==> src/hdl/msbot_pkg.sv <==
// shared types and constants for the bulk-only transport sequencer
// no dependencies; used by the register block, the top level, the checker and the testbench
package msbot_pkg;

  localparam logic [31:0] CBW_SIGNATURE     = 32'h4342_5355;
  localparam logic [31:0] CSW_SIGNATURE     = 32'h5342_5355;
  localparam logic [6:0]  CBW_RESERVED_MASK = 7'h7f;
  localparam int unsigned CBW_DIR_IN_BIT    = 7;
  localparam logic [15:0] CBW_SIZE          = 16'd31;
  localparam logic [15:0] CSW_SIZE          = 16'd13;
  localparam logic [7:0]  MAX_CB_LENGTH     = 8'd16;
  localparam logic [7:0]  REQ_BOMSR         = 8'hff;
  localparam logic [7:0]  REQ_GET_MAX_LUN   = 8'hfe;
  localparam logic [7:0]  TYPE_CLASS_OUT    = 8'h21;
  localparam logic [7:0]  TYPE_CLASS_IN     = 8'ha1;

  localparam logic [15:0] IN_CHUNK_LIMIT_RESET = 16'd512;

  localparam int unsigned PADDR_W = 4;

  typedef enum logic [1:0] {
    OP_SETUP    = 2'd0,
    OP_BULK_OUT = 2'd1,
    OP_BULK_IN  = 2'd2
  } op_t;

  typedef enum logic [2:0] {
    PH_COMMAND  = 3'd0,
    PH_DATA_OUT = 3'd1,
    PH_DATA_IN  = 3'd2,
    PH_FAIL_OUT = 3'd3,
    PH_FAIL_IN  = 3'd4,
    PH_STATUS   = 3'd5
  } phase_t;

  typedef enum logic [3:0] {
    ACT_NONE          = 4'd0,
    ACT_RESET_ACK     = 4'd1,
    ACT_LUN_REPLY     = 4'd2,
    ACT_COMMAND       = 4'd3,
    ACT_OUT_FORWARDED = 4'd4,
    ACT_OUT_DISCARDED = 4'd5,
    ACT_IN_DATA       = 4'd6,
    ACT_IN_FILLER     = 4'd7,
    ACT_STATUS        = 4'd8
  } action_t;

  typedef enum logic [1:0] {
    REG_INTERFACE_NUMBER = 2'd0,
    REG_MAX_LUN          = 2'd1,
    REG_IN_CHUNK_LIMIT   = 2'd2
  } reg_idx_t;

  typedef struct packed {
    logic [7:0]  interface_number;
    logic [3:0]  max_lun;
    logic [15:0] in_chunk_limit;
  } cfg_t;

endpackage

==> src/hdl/msbot_req_if.sv <==
// input item channel: valid/ready handshake with the event fields
// depends on nothing
interface msbot_req_if;
  logic        valid;
  logic        ready;
  logic [1:0]  op;
  logic [15:0] setup_head;
  logic [15:0] setup_value;
  logic [15:0] setup_index;
  logic [15:0] length;
  logic [31:0] cbw_signature;
  logic [31:0] cbw_tag;
  logic [31:0] cbw_transfer_length;
  logic [7:0]  cbw_flags;
  logic [7:0]  cbw_lun;
  logic [7:0]  cbw_block_length;
  logic        handler_ok;

  modport source (
    output valid, op, setup_head, setup_value, setup_index, length, cbw_signature,
           cbw_tag, cbw_transfer_length, cbw_flags, cbw_lun, cbw_block_length, handler_ok,
    input  ready
  );

  modport sink (
    input  valid, op, setup_head, setup_value, setup_index, length, cbw_signature,
           cbw_tag, cbw_transfer_length, cbw_flags, cbw_lun, cbw_block_length, handler_ok,
    output ready
  );
endinterface

==> src/hdl/msbot_rsp_if.sv <==
// result item channel: valid/ready handshake with the result fields
// depends on nothing
interface msbot_rsp_if;
  logic        valid;
  logic        ready;
  logic        handled;
  logic [3:0]  action;
  logic [7:0]  reply_byte;
  logic [15:0] chunk_length;
  logic [3:0]  handler_lun;
  logic [31:0] csw_signature;
  logic [31:0] csw_tag;
  logic [31:0] csw_residue;
  logic        csw_status;

  modport source (
    output valid, handled, action, reply_byte, chunk_length, handler_lun, csw_signature,
           csw_tag, csw_residue, csw_status,
    input  ready
  );

  modport sink (
    input  valid, handled, action, reply_byte, chunk_length, handler_lun, csw_signature,
           csw_tag, csw_residue, csw_status,
    output ready
  );
endinterface

==> src/hdl/msbot_regs.sv <==
// apb configuration registers: interface number, max lun, max bulk-in chunk size
// depends on msbot_pkg
module msbot_regs (
  input  logic                          clk,
  input  logic                          rst,
  input  logic                          psel,
  input  logic                          penable,
  input  logic                          pwrite,
  input  logic [msbot_pkg::PADDR_W-1:0] paddr,
  input  logic [31:0]                   pwdata,
  output logic [31:0]                   prdata,
  output logic                          pready,
  output msbot_pkg::cfg_t               cfg
);

  logic wr_en;

  assign pready = 1'b1;
  assign wr_en  = psel && penable && pwrite;

  always_ff @(posedge clk) begin
    if (rst) begin
      cfg.interface_number <= 8'd0;
      cfg.max_lun          <= 4'd0;
      cfg.in_chunk_limit   <= msbot_pkg::IN_CHUNK_LIMIT_RESET;
    end else if (wr_en && paddr[1:0] == 2'b00) begin
      case (paddr[3:2])
        msbot_pkg::REG_INTERFACE_NUMBER: cfg.interface_number <= pwdata[7:0];
        msbot_pkg::REG_MAX_LUN:          cfg.max_lun          <= pwdata[3:0];
        msbot_pkg::REG_IN_CHUNK_LIMIT:   cfg.in_chunk_limit   <= pwdata[15:0];
        default: ;
      endcase
    end
  end

  always_comb begin
    prdata = 32'd0;
    if (paddr[1:0] == 2'b00) begin
      case (paddr[3:2])
        msbot_pkg::REG_INTERFACE_NUMBER: prdata = {24'd0, cfg.interface_number};
        msbot_pkg::REG_MAX_LUN:          prdata = {28'd0, cfg.max_lun};
        msbot_pkg::REG_IN_CHUNK_LIMIT:   prdata = {16'd0, cfg.in_chunk_limit};
        default:                         prdata = 32'd0;
      endcase
    end
  end

endmodule

==> src/hdl/mass_storage_bulk_only_transport.sv <==
// device-side usb mass storage bulk-only transport sequencer, top level
// depends on msbot_pkg, msbot_req_if, msbot_rsp_if and msbot_regs
//
// usage:
//   req carries one event per item: a control setup request, a bulk-out packet
//   (command wrapper or data chunk) or a free bulk-in slot, with the handler's
//   pass/fail flag for that event. rsp returns exactly one result item per
//   event: handled flag, action code, reply byte, bulk-in chunk length, handler
//   lun and, for the status action, the status wrapper fields.
//   the apb port sets interface number (0x0), max lun (0x4) and max bulk-in
//   chunk size (0x8); write it only while no item is in flight.
// the result is registered and appears on rsp in the cycle after the item is accepted.
// throughput: one item per cycle while results are taken; all decoding, the 32-bit
//   length subtract and the chunk-size compare sit between the phase/state registers
//   and the single result register.
// reset: the sequencer waits for a command wrapper, saved tag, lun, residue and
//   lengths are cleared, no result is pending, registers return to defaults.
// stall: while a result waits and rsp.ready is low, req.ready drops; when the
//   result is taken a new item is accepted in the same cycle.
module mass_storage_bulk_only_transport (
  input  logic                          clk,
  input  logic                          rst,
  msbot_req_if.sink                     req,
  msbot_rsp_if.source                   rsp,
  input  logic                          psel,
  input  logic                          penable,
  input  logic                          pwrite,
  input  logic [msbot_pkg::PADDR_W-1:0] paddr,
  input  logic [31:0]                   pwdata,
  output logic [31:0]                   prdata,
  output logic                          pready
);

  msbot_pkg::cfg_t cfg;

  msbot_regs u_regs (
    .clk     (clk),
    .rst     (rst),
    .psel    (psel),
    .penable (penable),
    .pwrite  (pwrite),
    .paddr   (paddr),
    .pwdata  (pwdata),
    .prdata  (prdata),
    .pready  (pready),
    .cfg     (cfg)
  );

  msbot_pkg::phase_t phase, phase_next;
  logic [31:0]       saved_tag, saved_tag_next;
  logic [3:0]        saved_lun, saved_lun_next;
  logic [31:0]       residue, residue_next;
  logic [31:0]       remaining_length, remaining_length_next;
  logic              direction_in, direction_in_next;
  logic              success, success_next;

  logic              accept;
  logic              setup_common, setup_reset, setup_lun, cbw_valid;
  logic [31:0]       len_wide, max_in_wide, out_left, chunk, in_left;

  msbot_pkg::action_t r_action;
  logic              r_handled;
  logic [7:0]        r_reply_byte;
  logic [15:0]       r_chunk_length;
  logic [3:0]        r_handler_lun;
  logic [31:0]       r_csw_signature, r_csw_tag, r_csw_residue;
  logic              r_csw_status;

  assign req.ready = !rsp.valid || rsp.ready;
  assign accept    = req.valid && req.ready;

  // request decode
  assign setup_common = (req.setup_value == 16'd0) &&
                        (req.setup_index == {8'd0, cfg.interface_number});
  assign setup_reset  = setup_common && req.setup_head[7:0] == msbot_pkg::TYPE_CLASS_OUT &&
                        req.setup_head[15:8] == msbot_pkg::REQ_BOMSR && req.length == 16'd0;
  assign setup_lun    = setup_common && req.setup_head[7:0] == msbot_pkg::TYPE_CLASS_IN &&
                        req.setup_head[15:8] == msbot_pkg::REQ_GET_MAX_LUN &&
                        req.length == 16'd1;
  assign cbw_valid    = req.length == msbot_pkg::CBW_SIZE &&
                        req.cbw_signature == msbot_pkg::CBW_SIGNATURE &&
                        (req.cbw_flags[6:0] & msbot_pkg::CBW_RESERVED_MASK) == 7'd0 &&
                        req.cbw_block_length <= msbot_pkg::MAX_CB_LENGTH &&
                        req.cbw_lun <= {4'd0, cfg.max_lun};

  // length bookkeeping
  assign len_wide    = {16'd0, req.length};
  assign max_in_wide = {16'd0, cfg.in_chunk_limit};
  assign out_left    = (len_wide >= remaining_length) ? 32'd0 : remaining_length - len_wide;
  assign chunk       = (remaining_length > max_in_wide) ? max_in_wide : remaining_length;
  assign in_left     = remaining_length - chunk;

  // next state
  always_comb begin
    phase_next            = phase;
    saved_tag_next        = saved_tag;
    saved_lun_next        = saved_lun;
    residue_next          = residue;
    remaining_length_next = remaining_length;
    direction_in_next     = direction_in;
    success_next          = success;
    case (req.op)
      msbot_pkg::OP_SETUP: begin
        if (setup_reset) begin
          phase_next = msbot_pkg::PH_COMMAND;
        end
      end
      msbot_pkg::OP_BULK_OUT: begin
        case (phase)
          msbot_pkg::PH_COMMAND: begin
            if (cbw_valid) begin
              success_next   = req.handler_ok;
              saved_tag_next = req.cbw_tag;
              saved_lun_next = req.cbw_lun[3:0];
              residue_next   = 32'd0;
              if (req.cbw_transfer_length == 32'd0) begin
                phase_next = msbot_pkg::PH_STATUS;
              end else begin
                direction_in_next     = req.cbw_flags[msbot_pkg::CBW_DIR_IN_BIT];
                remaining_length_next = req.cbw_transfer_length;
                if (req.handler_ok) begin
                  phase_next = req.cbw_flags[msbot_pkg::CBW_DIR_IN_BIT] ?
                               msbot_pkg::PH_DATA_IN : msbot_pkg::PH_DATA_OUT;
                end else begin
                  residue_next = req.cbw_transfer_length;
                  phase_next   = req.cbw_flags[msbot_pkg::CBW_DIR_IN_BIT] ?
                                 msbot_pkg::PH_FAIL_IN : msbot_pkg::PH_FAIL_OUT;
                end
              end
            end
          end
          msbot_pkg::PH_DATA_OUT, msbot_pkg::PH_FAIL_OUT: begin
            if (phase == msbot_pkg::PH_DATA_OUT && !req.handler_ok) begin
              residue_next = remaining_length;
              success_next = 1'b0;
              phase_next   = msbot_pkg::PH_FAIL_OUT;
            end
            remaining_length_next = out_left;
            if (out_left == 32'd0) begin
              phase_next = msbot_pkg::PH_STATUS;
            end
          end
          default: ;
        endcase
      end
      msbot_pkg::OP_BULK_IN: begin
        case (phase)
          msbot_pkg::PH_DATA_IN, msbot_pkg::PH_FAIL_IN: begin
            if (phase == msbot_pkg::PH_DATA_IN && !req.handler_ok) begin
              residue_next = remaining_length;
              success_next = 1'b0;
              phase_next   = msbot_pkg::PH_FAIL_IN;
            end
            remaining_length_next = in_left;
            if (in_left == 32'd0) begin
              phase_next = msbot_pkg::PH_STATUS;
            end
          end
          msbot_pkg::PH_STATUS: begin
            phase_next = msbot_pkg::PH_COMMAND;
          end
          default: ;
        endcase
      end
      default: ;
    endcase
  end

  // result fields
  always_comb begin
    r_handled       = 1'b0;
    r_action        = msbot_pkg::ACT_NONE;
    r_reply_byte    = 8'd0;
    r_chunk_length  = 16'd0;
    r_handler_lun   = 4'd0;
    r_csw_signature = 32'd0;
    r_csw_tag       = 32'd0;
    r_csw_residue   = 32'd0;
    r_csw_status    = 1'b0;
    case (req.op)
      msbot_pkg::OP_SETUP: begin
        if (setup_reset) begin
          r_handled = 1'b1;
          r_action  = msbot_pkg::ACT_RESET_ACK;
        end else if (setup_lun) begin
          r_handled    = 1'b1;
          r_action     = msbot_pkg::ACT_LUN_REPLY;
          r_reply_byte = {4'd0, cfg.max_lun};
        end
      end
      msbot_pkg::OP_BULK_OUT: begin
        case (phase)
          msbot_pkg::PH_COMMAND: begin
            if (cbw_valid) begin
              r_handled     = 1'b1;
              r_action      = msbot_pkg::ACT_COMMAND;
              r_handler_lun = req.cbw_lun[3:0];
            end
          end
          msbot_pkg::PH_DATA_OUT: begin
            r_handled     = 1'b1;
            r_action      = msbot_pkg::ACT_OUT_FORWARDED;
            r_handler_lun = saved_lun;
          end
          msbot_pkg::PH_FAIL_OUT: begin
            r_handled = 1'b1;
            r_action  = msbot_pkg::ACT_OUT_DISCARDED;
          end
          default: ;
        endcase
      end
      msbot_pkg::OP_BULK_IN: begin
        case (phase)
          msbot_pkg::PH_DATA_IN: begin
            r_handled      = 1'b1;
            r_action       = msbot_pkg::ACT_IN_DATA;
            r_chunk_length = chunk[15:0];
            r_handler_lun  = saved_lun;
          end
          msbot_pkg::PH_FAIL_IN: begin
            r_handled      = 1'b1;
            r_action       = msbot_pkg::ACT_IN_FILLER;
            r_chunk_length = chunk[15:0];
          end
          msbot_pkg::PH_STATUS: begin
            r_handled       = 1'b1;
            r_action        = msbot_pkg::ACT_STATUS;
            r_chunk_length  = msbot_pkg::CSW_SIZE;
            r_csw_signature = msbot_pkg::CSW_SIGNATURE;
            r_csw_tag       = saved_tag;
            r_csw_residue   = residue;
            r_csw_status    = !success;
          end
          default: ;
        endcase
      end
      default: ;
    endcase
  end

  always_ff @(posedge clk) begin
    if (rst) begin
      phase            <= msbot_pkg::PH_COMMAND;
      saved_tag        <= 32'd0;
      saved_lun        <= 4'd0;
      residue          <= 32'd0;
      remaining_length <= 32'd0;
      direction_in     <= 1'b0;
      success          <= 1'b0;
    end else if (accept) begin
      phase            <= phase_next;
      saved_tag        <= saved_tag_next;
      saved_lun        <= saved_lun_next;
      residue          <= residue_next;
      remaining_length <= remaining_length_next;
      direction_in     <= direction_in_next;
      success          <= success_next;
    end
  end

  always_ff @(posedge clk) begin
    if (rst) begin
      rsp.valid <= 1'b0;
    end else if (accept) begin
      rsp.valid <= 1'b1;
    end else if (rsp.ready) begin
      rsp.valid <= 1'b0;
    end
  end

  always_ff @(posedge clk) begin
    if (accept) begin
      rsp.handled       <= r_handled;
      rsp.action        <= r_action;
      rsp.reply_byte    <= r_reply_byte;
      rsp.chunk_length  <= r_chunk_length;
      rsp.handler_lun   <= r_handler_lun;
      rsp.csw_signature <= r_csw_signature;
      rsp.csw_tag       <= r_csw_tag;
      rsp.csw_residue   <= r_csw_residue;
      rsp.csw_status    <= r_csw_status;
    end
  end

endmodule

==> src/flat_wrapper.sv <==
// flat-port wrapper written by rule: the top's interface ports become plain ports
module mass_storage_bulk_only_transport_flat 
  (clk, rst, psel, penable, pwrite, paddr, pwdata, prdata, pready, req_valid, req_op, req_setup_head, req_setup_value, req_setup_index, req_length, req_cbw_signature, req_cbw_tag, req_cbw_transfer_length, req_cbw_flags, req_cbw_lun, req_cbw_block_length, req_handler_ok, req_ready, rsp_valid, rsp_handled, rsp_action, rsp_reply_byte, rsp_chunk_length, rsp_handler_lun, rsp_csw_signature, rsp_csw_tag, rsp_csw_residue, rsp_csw_status, rsp_ready);
  msbot_req_if req_i ();
  msbot_rsp_if rsp_i ();
  input  logic clk;
  input  logic rst;
  input  logic psel;
  input  logic penable;
  input  logic pwrite;
  input  logic [msbot_pkg::PADDR_W-1:0] paddr;
  input  logic [31:0] pwdata;
  output logic [31:0] prdata;
  output logic pready;
  input wire logic [$bits(req_i.valid)-1:0] req_valid;
  input wire logic [$bits(req_i.op)-1:0] req_op;
  input wire logic [$bits(req_i.setup_head)-1:0] req_setup_head;
  input wire logic [$bits(req_i.setup_value)-1:0] req_setup_value;
  input wire logic [$bits(req_i.setup_index)-1:0] req_setup_index;
  input wire logic [$bits(req_i.length)-1:0] req_length;
  input wire logic [$bits(req_i.cbw_signature)-1:0] req_cbw_signature;
  input wire logic [$bits(req_i.cbw_tag)-1:0] req_cbw_tag;
  input wire logic [$bits(req_i.cbw_transfer_length)-1:0] req_cbw_transfer_length;
  input wire logic [$bits(req_i.cbw_flags)-1:0] req_cbw_flags;
  input wire logic [$bits(req_i.cbw_lun)-1:0] req_cbw_lun;
  input wire logic [$bits(req_i.cbw_block_length)-1:0] req_cbw_block_length;
  input wire logic [$bits(req_i.handler_ok)-1:0] req_handler_ok;
  output wire logic [$bits(req_i.ready)-1:0] req_ready;
  output wire logic [$bits(rsp_i.valid)-1:0] rsp_valid;
  output wire logic [$bits(rsp_i.handled)-1:0] rsp_handled;
  output wire logic [$bits(rsp_i.action)-1:0] rsp_action;
  output wire logic [$bits(rsp_i.reply_byte)-1:0] rsp_reply_byte;
  output wire logic [$bits(rsp_i.chunk_length)-1:0] rsp_chunk_length;
  output wire logic [$bits(rsp_i.handler_lun)-1:0] rsp_handler_lun;
  output wire logic [$bits(rsp_i.csw_signature)-1:0] rsp_csw_signature;
  output wire logic [$bits(rsp_i.csw_tag)-1:0] rsp_csw_tag;
  output wire logic [$bits(rsp_i.csw_residue)-1:0] rsp_csw_residue;
  output wire logic [$bits(rsp_i.csw_status)-1:0] rsp_csw_status;
  input wire logic [$bits(rsp_i.ready)-1:0] rsp_ready;
  assign req_i.valid = req_valid;
  assign req_i.op = req_op;
  assign req_i.setup_head = req_setup_head;
  assign req_i.setup_value = req_setup_value;
  assign req_i.setup_index = req_setup_index;
  assign req_i.length = req_length;
  assign req_i.cbw_signature = req_cbw_signature;
  assign req_i.cbw_tag = req_cbw_tag;
  assign req_i.cbw_transfer_length = req_cbw_transfer_length;
  assign req_i.cbw_flags = req_cbw_flags;
  assign req_i.cbw_lun = req_cbw_lun;
  assign req_i.cbw_block_length = req_cbw_block_length;
  assign req_i.handler_ok = req_handler_ok;
  assign req_ready = req_i.ready;
  assign rsp_valid = rsp_i.valid;
  assign rsp_handled = rsp_i.handled;
  assign rsp_action = rsp_i.action;
  assign rsp_reply_byte = rsp_i.reply_byte;
  assign rsp_chunk_length = rsp_i.chunk_length;
  assign rsp_handler_lun = rsp_i.handler_lun;
  assign rsp_csw_signature = rsp_i.csw_signature;
  assign rsp_csw_tag = rsp_i.csw_tag;
  assign rsp_csw_residue = rsp_i.csw_residue;
  assign rsp_csw_status = rsp_i.csw_status;
  assign rsp_i.ready = rsp_ready;
  mass_storage_bulk_only_transport u_core (.clk(clk), .rst(rst), .req(req_i), .rsp(rsp_i), .psel(psel), .penable(penable), .pwrite(pwrite), .paddr(paddr), .pwdata(pwdata), .prdata(prdata), .pready(pready));
endmodule
==> config.mk <==
export PLATFORM = sky130hd
export DESIGN_NAME = mass_storage_bulk_only_transport_flat
export DESIGN_NICKNAME = d
export VERILOG_FILES = /design/src/hdl/msbot_pkg.sv /design/src/hdl/msbot_req_if.sv /design/src/hdl/msbot_rsp_if.sv /design/src/hdl/msbot_regs.sv /design/src/hdl/mass_storage_bulk_only_transport.sv /design/src/flat_wrapper.sv
export SDC_FILE = /design/constraint.sdc
export NUM_CORES = 1
export LEC_CHECK = 0
export BUFFER_PORTS_ARGS = -buffer_cell sky130_fd_sc_hd__buf_2
export CORE_MARGIN = 5
export CORE_UTILIZATION = 46
export DETAILED_ROUTE_END_ITERATION = 8
export PLACE_DENSITY = 0.74
export SLEW_MARGIN = 25
export SYNTH_ARGS = -nofsm -noshare
export SYNTH_HDL_FRONTEND = slang
export SYNTH_HIERARCHICAL = 1
export SYNTH_SLANG_ARGS = --single-unit
==> constraint.sdc <==
create_clock -name clk -period 7.29 [get_ports clk]
set_input_delay 0.3645 -clock clk [delete_from_list [all_inputs] [get_ports clk]]
set_output_delay 0.3645 -clock clk [all_outputs]
set_load 0.1 [all_outputs]
==> qor.yml, run 1 <==
yosys:
  synthAdderAreaFrac_pct: 5.205
  yosysSeqAreaShare_pct: 38.12
  synth.area.mux_share_pct: 4.712
  syn_avg_cell_area_um2: 8.665
  synth-simple-area-share_pct: 23.59
  synth-main-ff-cell: "dfxtp_1"
  syn_area_um2: 14470
  synth-compound-area-share_pct: 18.06
  synth_edf_count: 95
  yosysTopAreaCellShare_pct: 19.71
  ys_ff_latch: 228
  postSynthCellCount: 1670
  synth_top_family_by_area: "simple AND/OR/NAND/NOR gates"
  yosysWarnings: 6
  synthDistinctLibCells: 87
  ys_top_cells_by_count: "nand2_1 (170), dfxtp_1 (133), a21oi_1 (128)"
  async_flop_share_pct: 0
  synth.area.top_cells: "edfxtp_1 (20%), dfxtp_1 (18%), ha_1 (4.9%)"
  yosysTopAreaCell: "edfxtp_1"
  synthXorXnorAreaFrac_pct: 2.905
  synth_most_common_cell: "nand2_1"
power_and_ir_drop:
  power_density_nw_per_um2: 217.1
  p_leak_nw: 7.062
  vdd_drop_max_uv: 161.3
cells_and_area:
  drive_gt1_share_pct: 22.35
  fin_nets: 2221
  area_growth_pct: 17.10
  utilization_pct: 54.12
  fillerInstances: 2939
critical_path:
  ff2ff_path_depth: 18
  crit_type: "reg2reg"
  cpPeakStageDelay_ns: 0.62
  cp_slowest_cell: "or4_1"
  crit_chain: "or4_1, nor3_1, nand2_1, o21bai_2, o21ai_0, ha_1, inv_1, fa_1, a21o_1, a221oi_4, nor2_1, a2111oi_2, o22ai_1, nor4_1, and4b_1, nand4_1, a211o_1, mux2_4"
  reg2reg_to: "u_core/phase[2]$_SDFFE_PP0P_"
  reg2reg_from: "u_core/remaining_length[26]$_SDFFE_PP0P_"
  crit_end: "u_core/phase[2]$_SDFFE_PP0P_"
  arrival_ns: 6.82
  crit_fanout: 17
  critPathLaunch: "u_core/remaining_length[26]$_SDFFE_PP0P_"
  reg2reg_slack_ns: 0.90
  required_ns: 7.72
  crit_path_end_kind: "flip-flop"
  startpoint_type: "flip-flop"
sta:
  setup_viol: 0
  grt_setup_unrepaired: "false"
  fin_setup_tns_ns: 0
  drv_slew: 0
  post-route-period-util_pct: 87.66
  worst_slew_pin_slew_ns: 1.055
  clock_skew_ns: 0.01582
  slew-limit-headroom_pct: 29.64
  fmax_mhz: 156.5
  period_minus_slack_ns: 6.390
  hold_viol: 0
grt:
  grt_overflow: 0
  antenna_found_initial: 5
  grt_use_total_pct: 25.64
  grt_start_max_net_pins: 81
  grt_pass1_vias: 12985
  grt_pass1_wl_mm: 73.28
routing:
  dr_total_vias: 13746
  viasPerCell: 5.837
  drc: 0
  wl_mm: 47.93
  ant_nets: 0
  avgRoutedWirePerCell_um: 20.35
  first_pass_iters: 6
  drtIter0Drc: 1371
run:
  maxCapViolations: 0
cts:
  cts_resized: 0
  clockRootBuffer: "clkbuf_16"
  post-cts-setup-buffers: 0
  cts.sinks: 228
  cts_buffers: 25
  cts_max_level: 1
  ctsLongestPathBuffers: 3
  cts_tree: "done"
  cts_hold_buf: 0
  clk_pin_slew_ns: 0.07
  clkLatencyLatePin_ns: 0.55
die:
  core_area_um2: 31310
  die_w_um: 187.4
  rows: 65
  dieHeight_um: 187.4
  initial_utilization_pct: 46.21
  io_pins: 395
  die_area_um2: 35100
status:
  status: "finished, final reports clean"
hold_path:
  hold_class: "in2reg"
place:
  gpl.final_weighted_congestion: 0.9893
  io_buffers: 339
  dp_hpwl_mm: 36.69
[routing by layer]
metal  share of wire, %  vias up  wire length (um)  track usage, %
li1                   -     6480                 -               -
met1                 44     6434             21220           36.76
met2                 44      723             21010           39.66
met3                8.6      101              4121           4.461
met4                3.2        8              1531           7.821
met5              0.096        -                46               0
[worst min-delay path by stage]
stage	cells past startpoint	slack [ns]	startpoint	endpoint
after floorplan	2	0.43	u_core/saved_tag[0]$_SDFFE_PP0P_	u_core/saved_tag[0]$_SDFFE_PP0P_
after global placement	2	0.43	u_core/saved_tag[13]$_SDFFE_PP0P_	u_core/saved_tag[13]$_SDFFE_PP0P_
after detailed placement	2	0.44	u_core/saved_tag[5]$_SDFFE_PP0P_	u_core/saved_tag[5]$_SDFFE_PP0P_
after CTS	3	0.05	req_cbw_tag[20]	u_core/saved_tag[20]$_SDFFE_PP0P_
after global routing	3	0.06	req_cbw_tag[24]	u_core/saved_tag[24]$_SDFFE_PP0P_
final	3	0.07	req_cbw_tag[20]	u_core/saved_tag[20]$_SDFFE_PP0P_
[where the power goes]
| group | total, mW | internal [mW] | switching, mW |
|---|---|---|---|
| clock | 1.24 | 0.701 | 0.535 |
| sequential | 1.39 | 1.37 | 0.0283 |
| combinational | 1.05 | 0.292 | 0.756 |
| total | 3.68 | 2.36 | 1.32 |
[layout by cell type, fill, tap and decap left out, drive strengths merged, types with 20 or more instances in the layout]
master / Yosys / final
nand2b: 60 / 60
nand4: 35 / 35
nor2: 125 / 125
a22oi: 42 / 42
mux2i: 64 / 64
clkbuf: 87 / 37
a21oi: 130 / 130
inv: 58 / 59
a211oi: 48 / 48
buf: 71 / 357
ha: 57 / 57
xnor2: 32 / 32
nand3: 20 / 20
nor3: 36 / 36
nor4: 31 / 31
and2: 81 / 81
nor2b: 21 / 21
o21ai: 74 / 74
dfxtp: 133 / 133
edfxtp: 95 / 95
nand2: 171 / 171
conb: 3 / 39
[cell type report]
type,instances,area (um^2),share of cell area [%]
Clock buffer,37,732.0,4.320
Antenna cell,2,5.005,0.02954
Inverter,59,221.5,1.307
Multi-Input combinational cell,1261,8065,47.60
Timing Repair Buffer,357,1834,10.82
Sequential cell,228,5515,32.55
Clock inverter,9,68.82,0.4061
Tap cell,402,503.0,2.968
[flip-flops by register name, indices dropped and copies added, names as in the netlist]
register and flops:
u_core/phase 3, u_core/remaining_length 32, u_core/residue 32, u_core/rsp.action 4, u_core/rsp.chunk_length 16, u_core/rsp.csw_residue 32
u_core/rsp.csw_signature 1, u_core/rsp.csw_status 1, u_core/rsp.csw_tag 32, u_core/rsp.handled 1, u_core/rsp.handler_lun 4, u_core/rsp.reply_byte 4
u_core/rsp.valid 1, u_core/saved_lun 4, u_core/saved_tag 32, u_core/success 1, u_core/u_regs/cfg 28
[worst max-delay path, delay by kind of cell (launching register included)]
family | cells | cell delay [ns]
adders and majority gates | 2 | 0.68
buffers and inverters | 1 | 0.08
AOI/OAI and AO/OA | 7 | 2.65
DFF | 1 | 0.43
muxes | 1 | 0.31
and+or+nand+nor | 7 | 2.09
[kinds of logic after synthesis]
logic type / after synthesis
AND/OR/NAND/NOR: 646
XOR/XNOR: 48
buffers and inverters: 217
other: 3
adder cells (fa/ha/maj): 59
multiplexers: 67
AO/OA/AOI/OAI: 402
flip-flops: 228
[metrics by stage]
step	power (mW)	hold WS, ns	area (um^2)	instances	setup slack [ns]
finish	3.679	0.06500	16950	2355	0.8999
global route	3.819	0.06021	16940	2354	0.6897
CTS	3.690	0.04510	16940	2353	0.9860
detailed placement	2.451	0.4411	16140	2307	1.025
global placement	2.444	0.4338	16130	2307	1.107
floorplan	2.207	0.4273	14610	1706	0.3928
(Power assumes the default switching activity.)
==> run 2, diff against run 1 <==
CTS_BUF_LIST = sky130_fd_sc_hd__clkbuf_8 sky130_fd_sc_hd__clkbuf_16   (was not set)
PLACE_DENSITY = 0.75   (was 0.74)
SYNTH_HIERARCHICAL = not set   (was 1)
==> run 2 against run 1 <==
Clock skew rose by 0.0049 ns. Sequential power barely moved. Synthesized cell count rose by 1.3%. Total power rose by 3.9%. Design area is essentially flat. First-iteration DRC count decreased by 20%. Utilization grew 1.3 points. Largest power group unchanged.
==> qor.yml, run 2 <==
status:
  status: "finished, final reports clean"
run:
  maxCapViolations: 0
routing:
  ant_nets: 0
  first_pass_iters: 5
  wl_mm: 49.32
  drtIter0Drc: 1098
  viasPerCell: 5.832
  dr_total_vias: 13932
  drc: 0
  avgRoutedWirePerCell_um: 20.64
sta:
  fmax_mhz: 149.5
  clock_skew_ns: 0.02074
  grt_setup_unrepaired: "false"
  worst_slew_pin_slew_ns: 0.9028
  fin_setup_tns_ns: 0
  slew-limit-headroom_pct: 39.82
  drv_slew: 0
  hold_viol: 0
  post-route-period-util_pct: 91.73
  period_minus_slack_ns: 6.687
  setup_viol: 0
place:
  placed_cells: 2339
  gpl.final_weighted_congestion: 0.9833
  dp_hpwl_mm: 38.12
  placed_area_um2: 16070
  io_buffers: 339
cts:
  cts_resized: 0
  clkLatencyLatePin_ns: 0.55
  clk_pin_slew_ns: 0.06
  cts.sinks: 228
  cts_tree: "done"
  ctsLongestPathBuffers: 3
  clockRootBuffer: "clkbuf_16"
  cts_max_level: 1
  cts_hold_buf: 0
  post-cts-setup-buffers: 0
  cts_buffers: 26
cells_and_area:
  fin_nets: 2261
  final_common_cell: "buf_2"
  area_growth_pct: 18.98
  drive_gt1_share_pct: 22.65
  layout_common_cells: "buf_2 (338), nand2_1 (197), nor2_1 (150), a21oi_1 (147), dfxtp_1 (133)"
  utilization_pct: 55.45
  layoutNonFillerInstCount: 2389
  finalInstanceArea_um2: 16960
  fillerInstances: 2820
power_and_ir_drop:
  power_density_nw_per_um2: 225.4
  p_int_mw: 2.457
  clkPwrFrac_pct: 34.3
  seqPwrFrac_pct: 36.3
  switching_share_pct: 35.74
  p_total_mw: 3.823
  switching_power_mw: 1.366
  pwr-share-comb_pct: 29.3
  p_leak_nw: 7.101
  vdd_drop_max_uv: 162.3
critical_path:
  required_ns: 7.72
  arrival_ns: 7.12
  crit_path_end_kind: "flip-flop"
  crit_type: "reg2reg"
  startpoint_type: "flip-flop"
  crit_fanout: 12
die:
  dieHeight_um: 186.0
  rows: 64
  io_pins: 395
  die_area_um2: 34610
  initial_utilization_pct: 46.61
  die_w_um: 186.0
  core_area_um2: 30590
yosys:
  synth_edf_count: 95
  ys_ff_latch: 228
  postSynthCellCount: 1691
  async_flop_share_pct: 0
  syn_avg_cell_area_um2: 8.431
  yosysTopAreaCellShare_pct: 20.01
  synth-main-ff-cell: "dfxtp_1"
  synthDistinctLibCells: 80
  yosysWarnings: 0
  synth.area.top_cells: "edfxtp_1 (20%), dfxtp_1 (19%), nand2_1 (5.2%)"
  syn_area_um2: 14260
  synth_most_common_cell: "nand2_1"
  yosysTopAreaCell: "edfxtp_1"
  yosysSeqAreaShare_pct: 38.69
  ys_top_cells_by_count: "nand2_1 (199), nor2_1 (151), a21oi_1 (147)"
grt:
  grt_start_max_net_pins: 77
  antenna_found_initial: 2
  grt_use_total_pct: 26.57
  grt_pass1_vias: 12773
  grt_overflow: 0
  grt_pass1_wl_mm: 72.97
hold_path:
  hold_class: "in2reg"
## run 2: path summary, 6_finish.rpt
kind / slack, ns / endpoint / startpoint / cells past startpoint
max: 0.60 / u_core.phase[0]$_SDFFE_PP0P_ / u_core.remaining_length[25]$_SDFFE_PP0P_ / 19
max reg2reg: 0.60 / u_core.phase[0]$_SDFFE_PP0P_ / u_core.remaining_length[25]$_SDFFE_PP0P_ / 19
min reg2reg: 0.45 / u_core.saved_tag[18]$_SDFFE_PP0P_ / u_core.saved_tag[18]$_SDFFE_PP0P_ / 2
min: 0.04 / u_core.u_regs.cfg[9]$_SDFFE_PP1P_ / pwdata[9] / 3
## run 2: power by group through the flow
stage                     Combinational, mW  Clock, mW  Sequential (mW)
after floorplan                       0.640          0             1.59
after global placement                 1.10          0             1.41
final                                  1.12       1.31             1.39
after detailed placement               1.10          0             1.41
after CTS                              1.11       1.33             1.39
after global routing                   1.19       1.39             1.39
## run 2: layer usage
layer  routed length (um)  GRT usage (%)  up-vias  share of wire [%]
met5                   13              0        -              0.026
met4                 1166          5.771        2                2.4
met3                 4209          4.299       82                8.5
met2                21890          40.67      668                 44
met1                22040          39.68     6587                 45
li1                     -              -     6593                  -
## run 2: cell type report
class | count | area (um^2) | share of cell area, %
Inverter | 54 | 203.9 | 1.202
Tap cell | 396 | 495.5 | 2.921
Multi-Input combinational cell | 1287 | 7901 | 46.58
Clock buffer | 33 | 758.2 | 4.470
Timing Repair Buffer | 374 | 1962 | 11.57
Antenna cell | 2 | 5.005 | 0.02951
Clock inverter | 15 | 120.1 | 0.7082
Sequential cell | 228 | 5515 | 32.52
## run 2: cells by family after synthesis
logic type               after synthesis  synth area share (%)
AO/OA/AOI/OAI                        435                 19.57
multiplexers                          48                 3.423
AND/OR/NAND/NOR                      658                 22.92
flip-flops                           228                 38.69
XOR/XNOR                              47                 2.888
adder cells (fa/ha/maj)               60                 5.371
buffers and inverters                213                 7.091
other                                  2               0.05268
## run 2: critical path, stage by stage, from the launching register on
cell and delay, ns:
dfxtp_1 0.45, or4_4 0.59, or3_1 0.38, or3_1 0.38, nor3_2 0.35, o21ai_1 0.35
buf_4 0.31, mux2i_1 0.16, ha_1 0.57, a21oi_1 0.22, o21ai_0 0.61, or2_2 0.24
mux2i_1 0.06, a2111oi_0 0.52, nand4_1 0.22, nor4_1 0.34, buf_4 0.17, o211ai_1 0.10
o21bai_1 0.22, mux2_1 0.33
## run 2: metrics by stage
step | hold slack (ns) | setup slack (ns)
finish | 0.03680 | 0.6031
global route | 0.05667 | 0.2170
CTS | 0.02600 | 0.7161
detailed placement | 0.4387 | 0.7710
global placement | 0.4329 | 0.8750
floorplan | 0.4273 | 1.750
==> run 3, diff against run 2 <==
PLACE_DENSITY = 0.72   (was 0.75)
SKIP_CTS_REPAIR_TIMING = 1   (was not set)
==> run 3 against run 2 <==
Sequential share of layout area grew 0.16 points. Maximum frequency shrank 3.8%. Worst setup slack lost 0.26 ns. Utilization shrank 0.27 points. Combinational power is essentially flat. Largest cell class unchanged. Largest power group unchanged.
==> qor.yml, run 3 (same netlist as run 2, synthesis figures left out) <==
sta:
  fmax_mhz: 143.9
  setup_ws_ns: 0.3385
  drv_slew: 0
  post-route-period-util_pct: 95.36
  worst_slew_pin_slew_ns: 1.149
  hold_viol: 0
  fin_setup_tns_ns: 0
  hold_slack_ns: 0.05192
  grt_setup_unrepaired: "false"
  setup_viol: 0
  clock_skew_ns: 0.01073
  slew-limit-headroom_pct: 23.11
  period_minus_slack_ns: 6.951
place:
  gpl.final_weighted_congestion: 0.9861
  placed_area_um2: 16020
  dp_slack_ns: 0.4750
  io_buffers: 339
  dp_hpwl_mm: 36.84
cells_and_area:
  layout_common_cells: "buf_2 (338), nand2_1 (197), nor2_1 (151), a21oi_1 (147), dfxtp_1 (133)"
  finalInstanceArea_um2: 16880
  drive_gt1_share_pct: 22.26
  utilization_pct: 55.17
  area_growth_pct: 18.39
  final_common_cell: "buf_2"
  fin_nets: 2252
  fillerInstances: 2875
critical_path:
  arrival_ns: 7.37
  startpoint_type: "flip-flop"
  crit_path_end_kind: "flip-flop"
  crit_type: "reg2reg"
  required_ns: 7.71
  crit_fanout: 12
status:
  status: "finished, final reports clean"
cts:
  clkLatencyLatePin_ns: 0.54
  clk_pin_slew_ns: 0.07
  cts_tree: "done"
  cts_buffers: 25
  cts.sinks: 228
  cts_max_level: 1
  clockRootBuffer: "clkbuf_16"
  ctsLongestPathBuffers: 3
die:
  dieHeight_um: 186.0
  die_area_um2: 34610
  core_area_um2: 30590
  die_w_um: 186.0
  io_pins: 395
  rows: 64
  initial_utilization_pct: 46.61
grt:
  use_met2_pct: 38.54
  antenna_found_initial: 1
  grt_use_total_pct: 25.64
  grt_start_max_net_pins: 78
  grt_use_met3_pct: 4.593
  grt_use_met1_pct: 38.31
  grt_pass1_vias: 12615
  top_usage_layer: "met2"
  grt_pass1_wl_mm: 71.01
  grt_overflow: 0
power_and_ir_drop:
  p_leak_nw: 7.057
  vdd_drop_max_uv: 153.7
  power_density_nw_per_um2: 222.7
routing:
  dr_total_vias: 13770
  ant_nets: 0
  first_pass_iters: 6
  drc: 0
  wl_mm: 47.63
  avgRoutedWirePerCell_um: 20.03
  drtIter0Drc: 1171
  viasPerCell: 5.791
hold_path:
  hold_class: "in2reg"
run:
  maxCapViolations: 0
==> run 3: final timing paths <==
check / start / to / slack [ns] / cells after the start
worst max register to register: u_core.remaining_length[23]$_SDFFE_PP0P_ / u_core.phase[1]$_SDFFE_PP0P_ / 0.34 / 19
worst max-delay path: u_core.remaining_length[23]$_SDFFE_PP0P_ / u_core.phase[1]$_SDFFE_PP0P_ / 0.34 / 19
worst min register to register: u_core.saved_tag[8]$_SDFFE_PP0P_ / u_core.saved_tag[8]$_SDFFE_PP0P_ / 0.44 / 2
worst min-delay path: pwdata[9] / u_core.u_regs.cfg[9]$_SDFFE_PP1P_ / 0.05 / 3
==> run 3: critical path: stages (launching register included) <==
cell and delay, ns:
dfxtp_1 0.45, or4_4 0.66, or3_1 0.39, or3_1 0.39, nor3_2 0.35, o21ai_1 0.39
buf_12 0.27, mux2i_1 0.15, ha_1 0.53, a21oi_1 0.20, o21ai_0 0.62, or2_2 0.24
mux2i_1 0.06, a2111oi_0 0.50, nand4_1 0.20, nor4_1 0.54, buf_4 0.21, o211ai_1 0.11
o21bai_1 0.23, mux2_1 0.33
==> run 3: area by class of cell <==
class | instances | area (um^2) | area share [%]
Antenna cell | 1 | 2.502 | 0.01483
Clock buffer | 30 | 716.9 | 4.248
Clock inverter | 16 | 126.4 | 0.7488
Inverter | 54 | 205.2 | 1.216
Multi-Input combinational cell | 1287 | 7901 | 46.82
Sequential cell | 228 | 5515 | 32.68
Tap cell | 396 | 495.5 | 2.936
Timing Repair Buffer | 366 | 1914 | 11.34
==> run 3: power breakdown <==
group / internal, mW / leakage, nW / switching, mW
clock network: 0.740 / 0.438 / 0.529
registers: 1.36 / 2.03 / 0.0252
logic: 0.319 / 4.59 / 0.783
==> run 3: metrics by stage <==
| stage | power, mW | std cells |
|---|---|---|
| after floorplan | 2.229 | 1728 |
| after global placement | 2.494 | 2331 |
| after detailed placement | 2.496 | 2331 |
| after CTS | 3.766 | 2377 |
| after global routing | 3.912 | 2377 |
| final | 3.759 | 2378 |
==> run 3: routing by layer <==
layer	wire length [um]	vias up
li1	-	6590
met1	21370	6460
met2	20820	637
met3	4309	81
met4	1105	2
met5	20	-
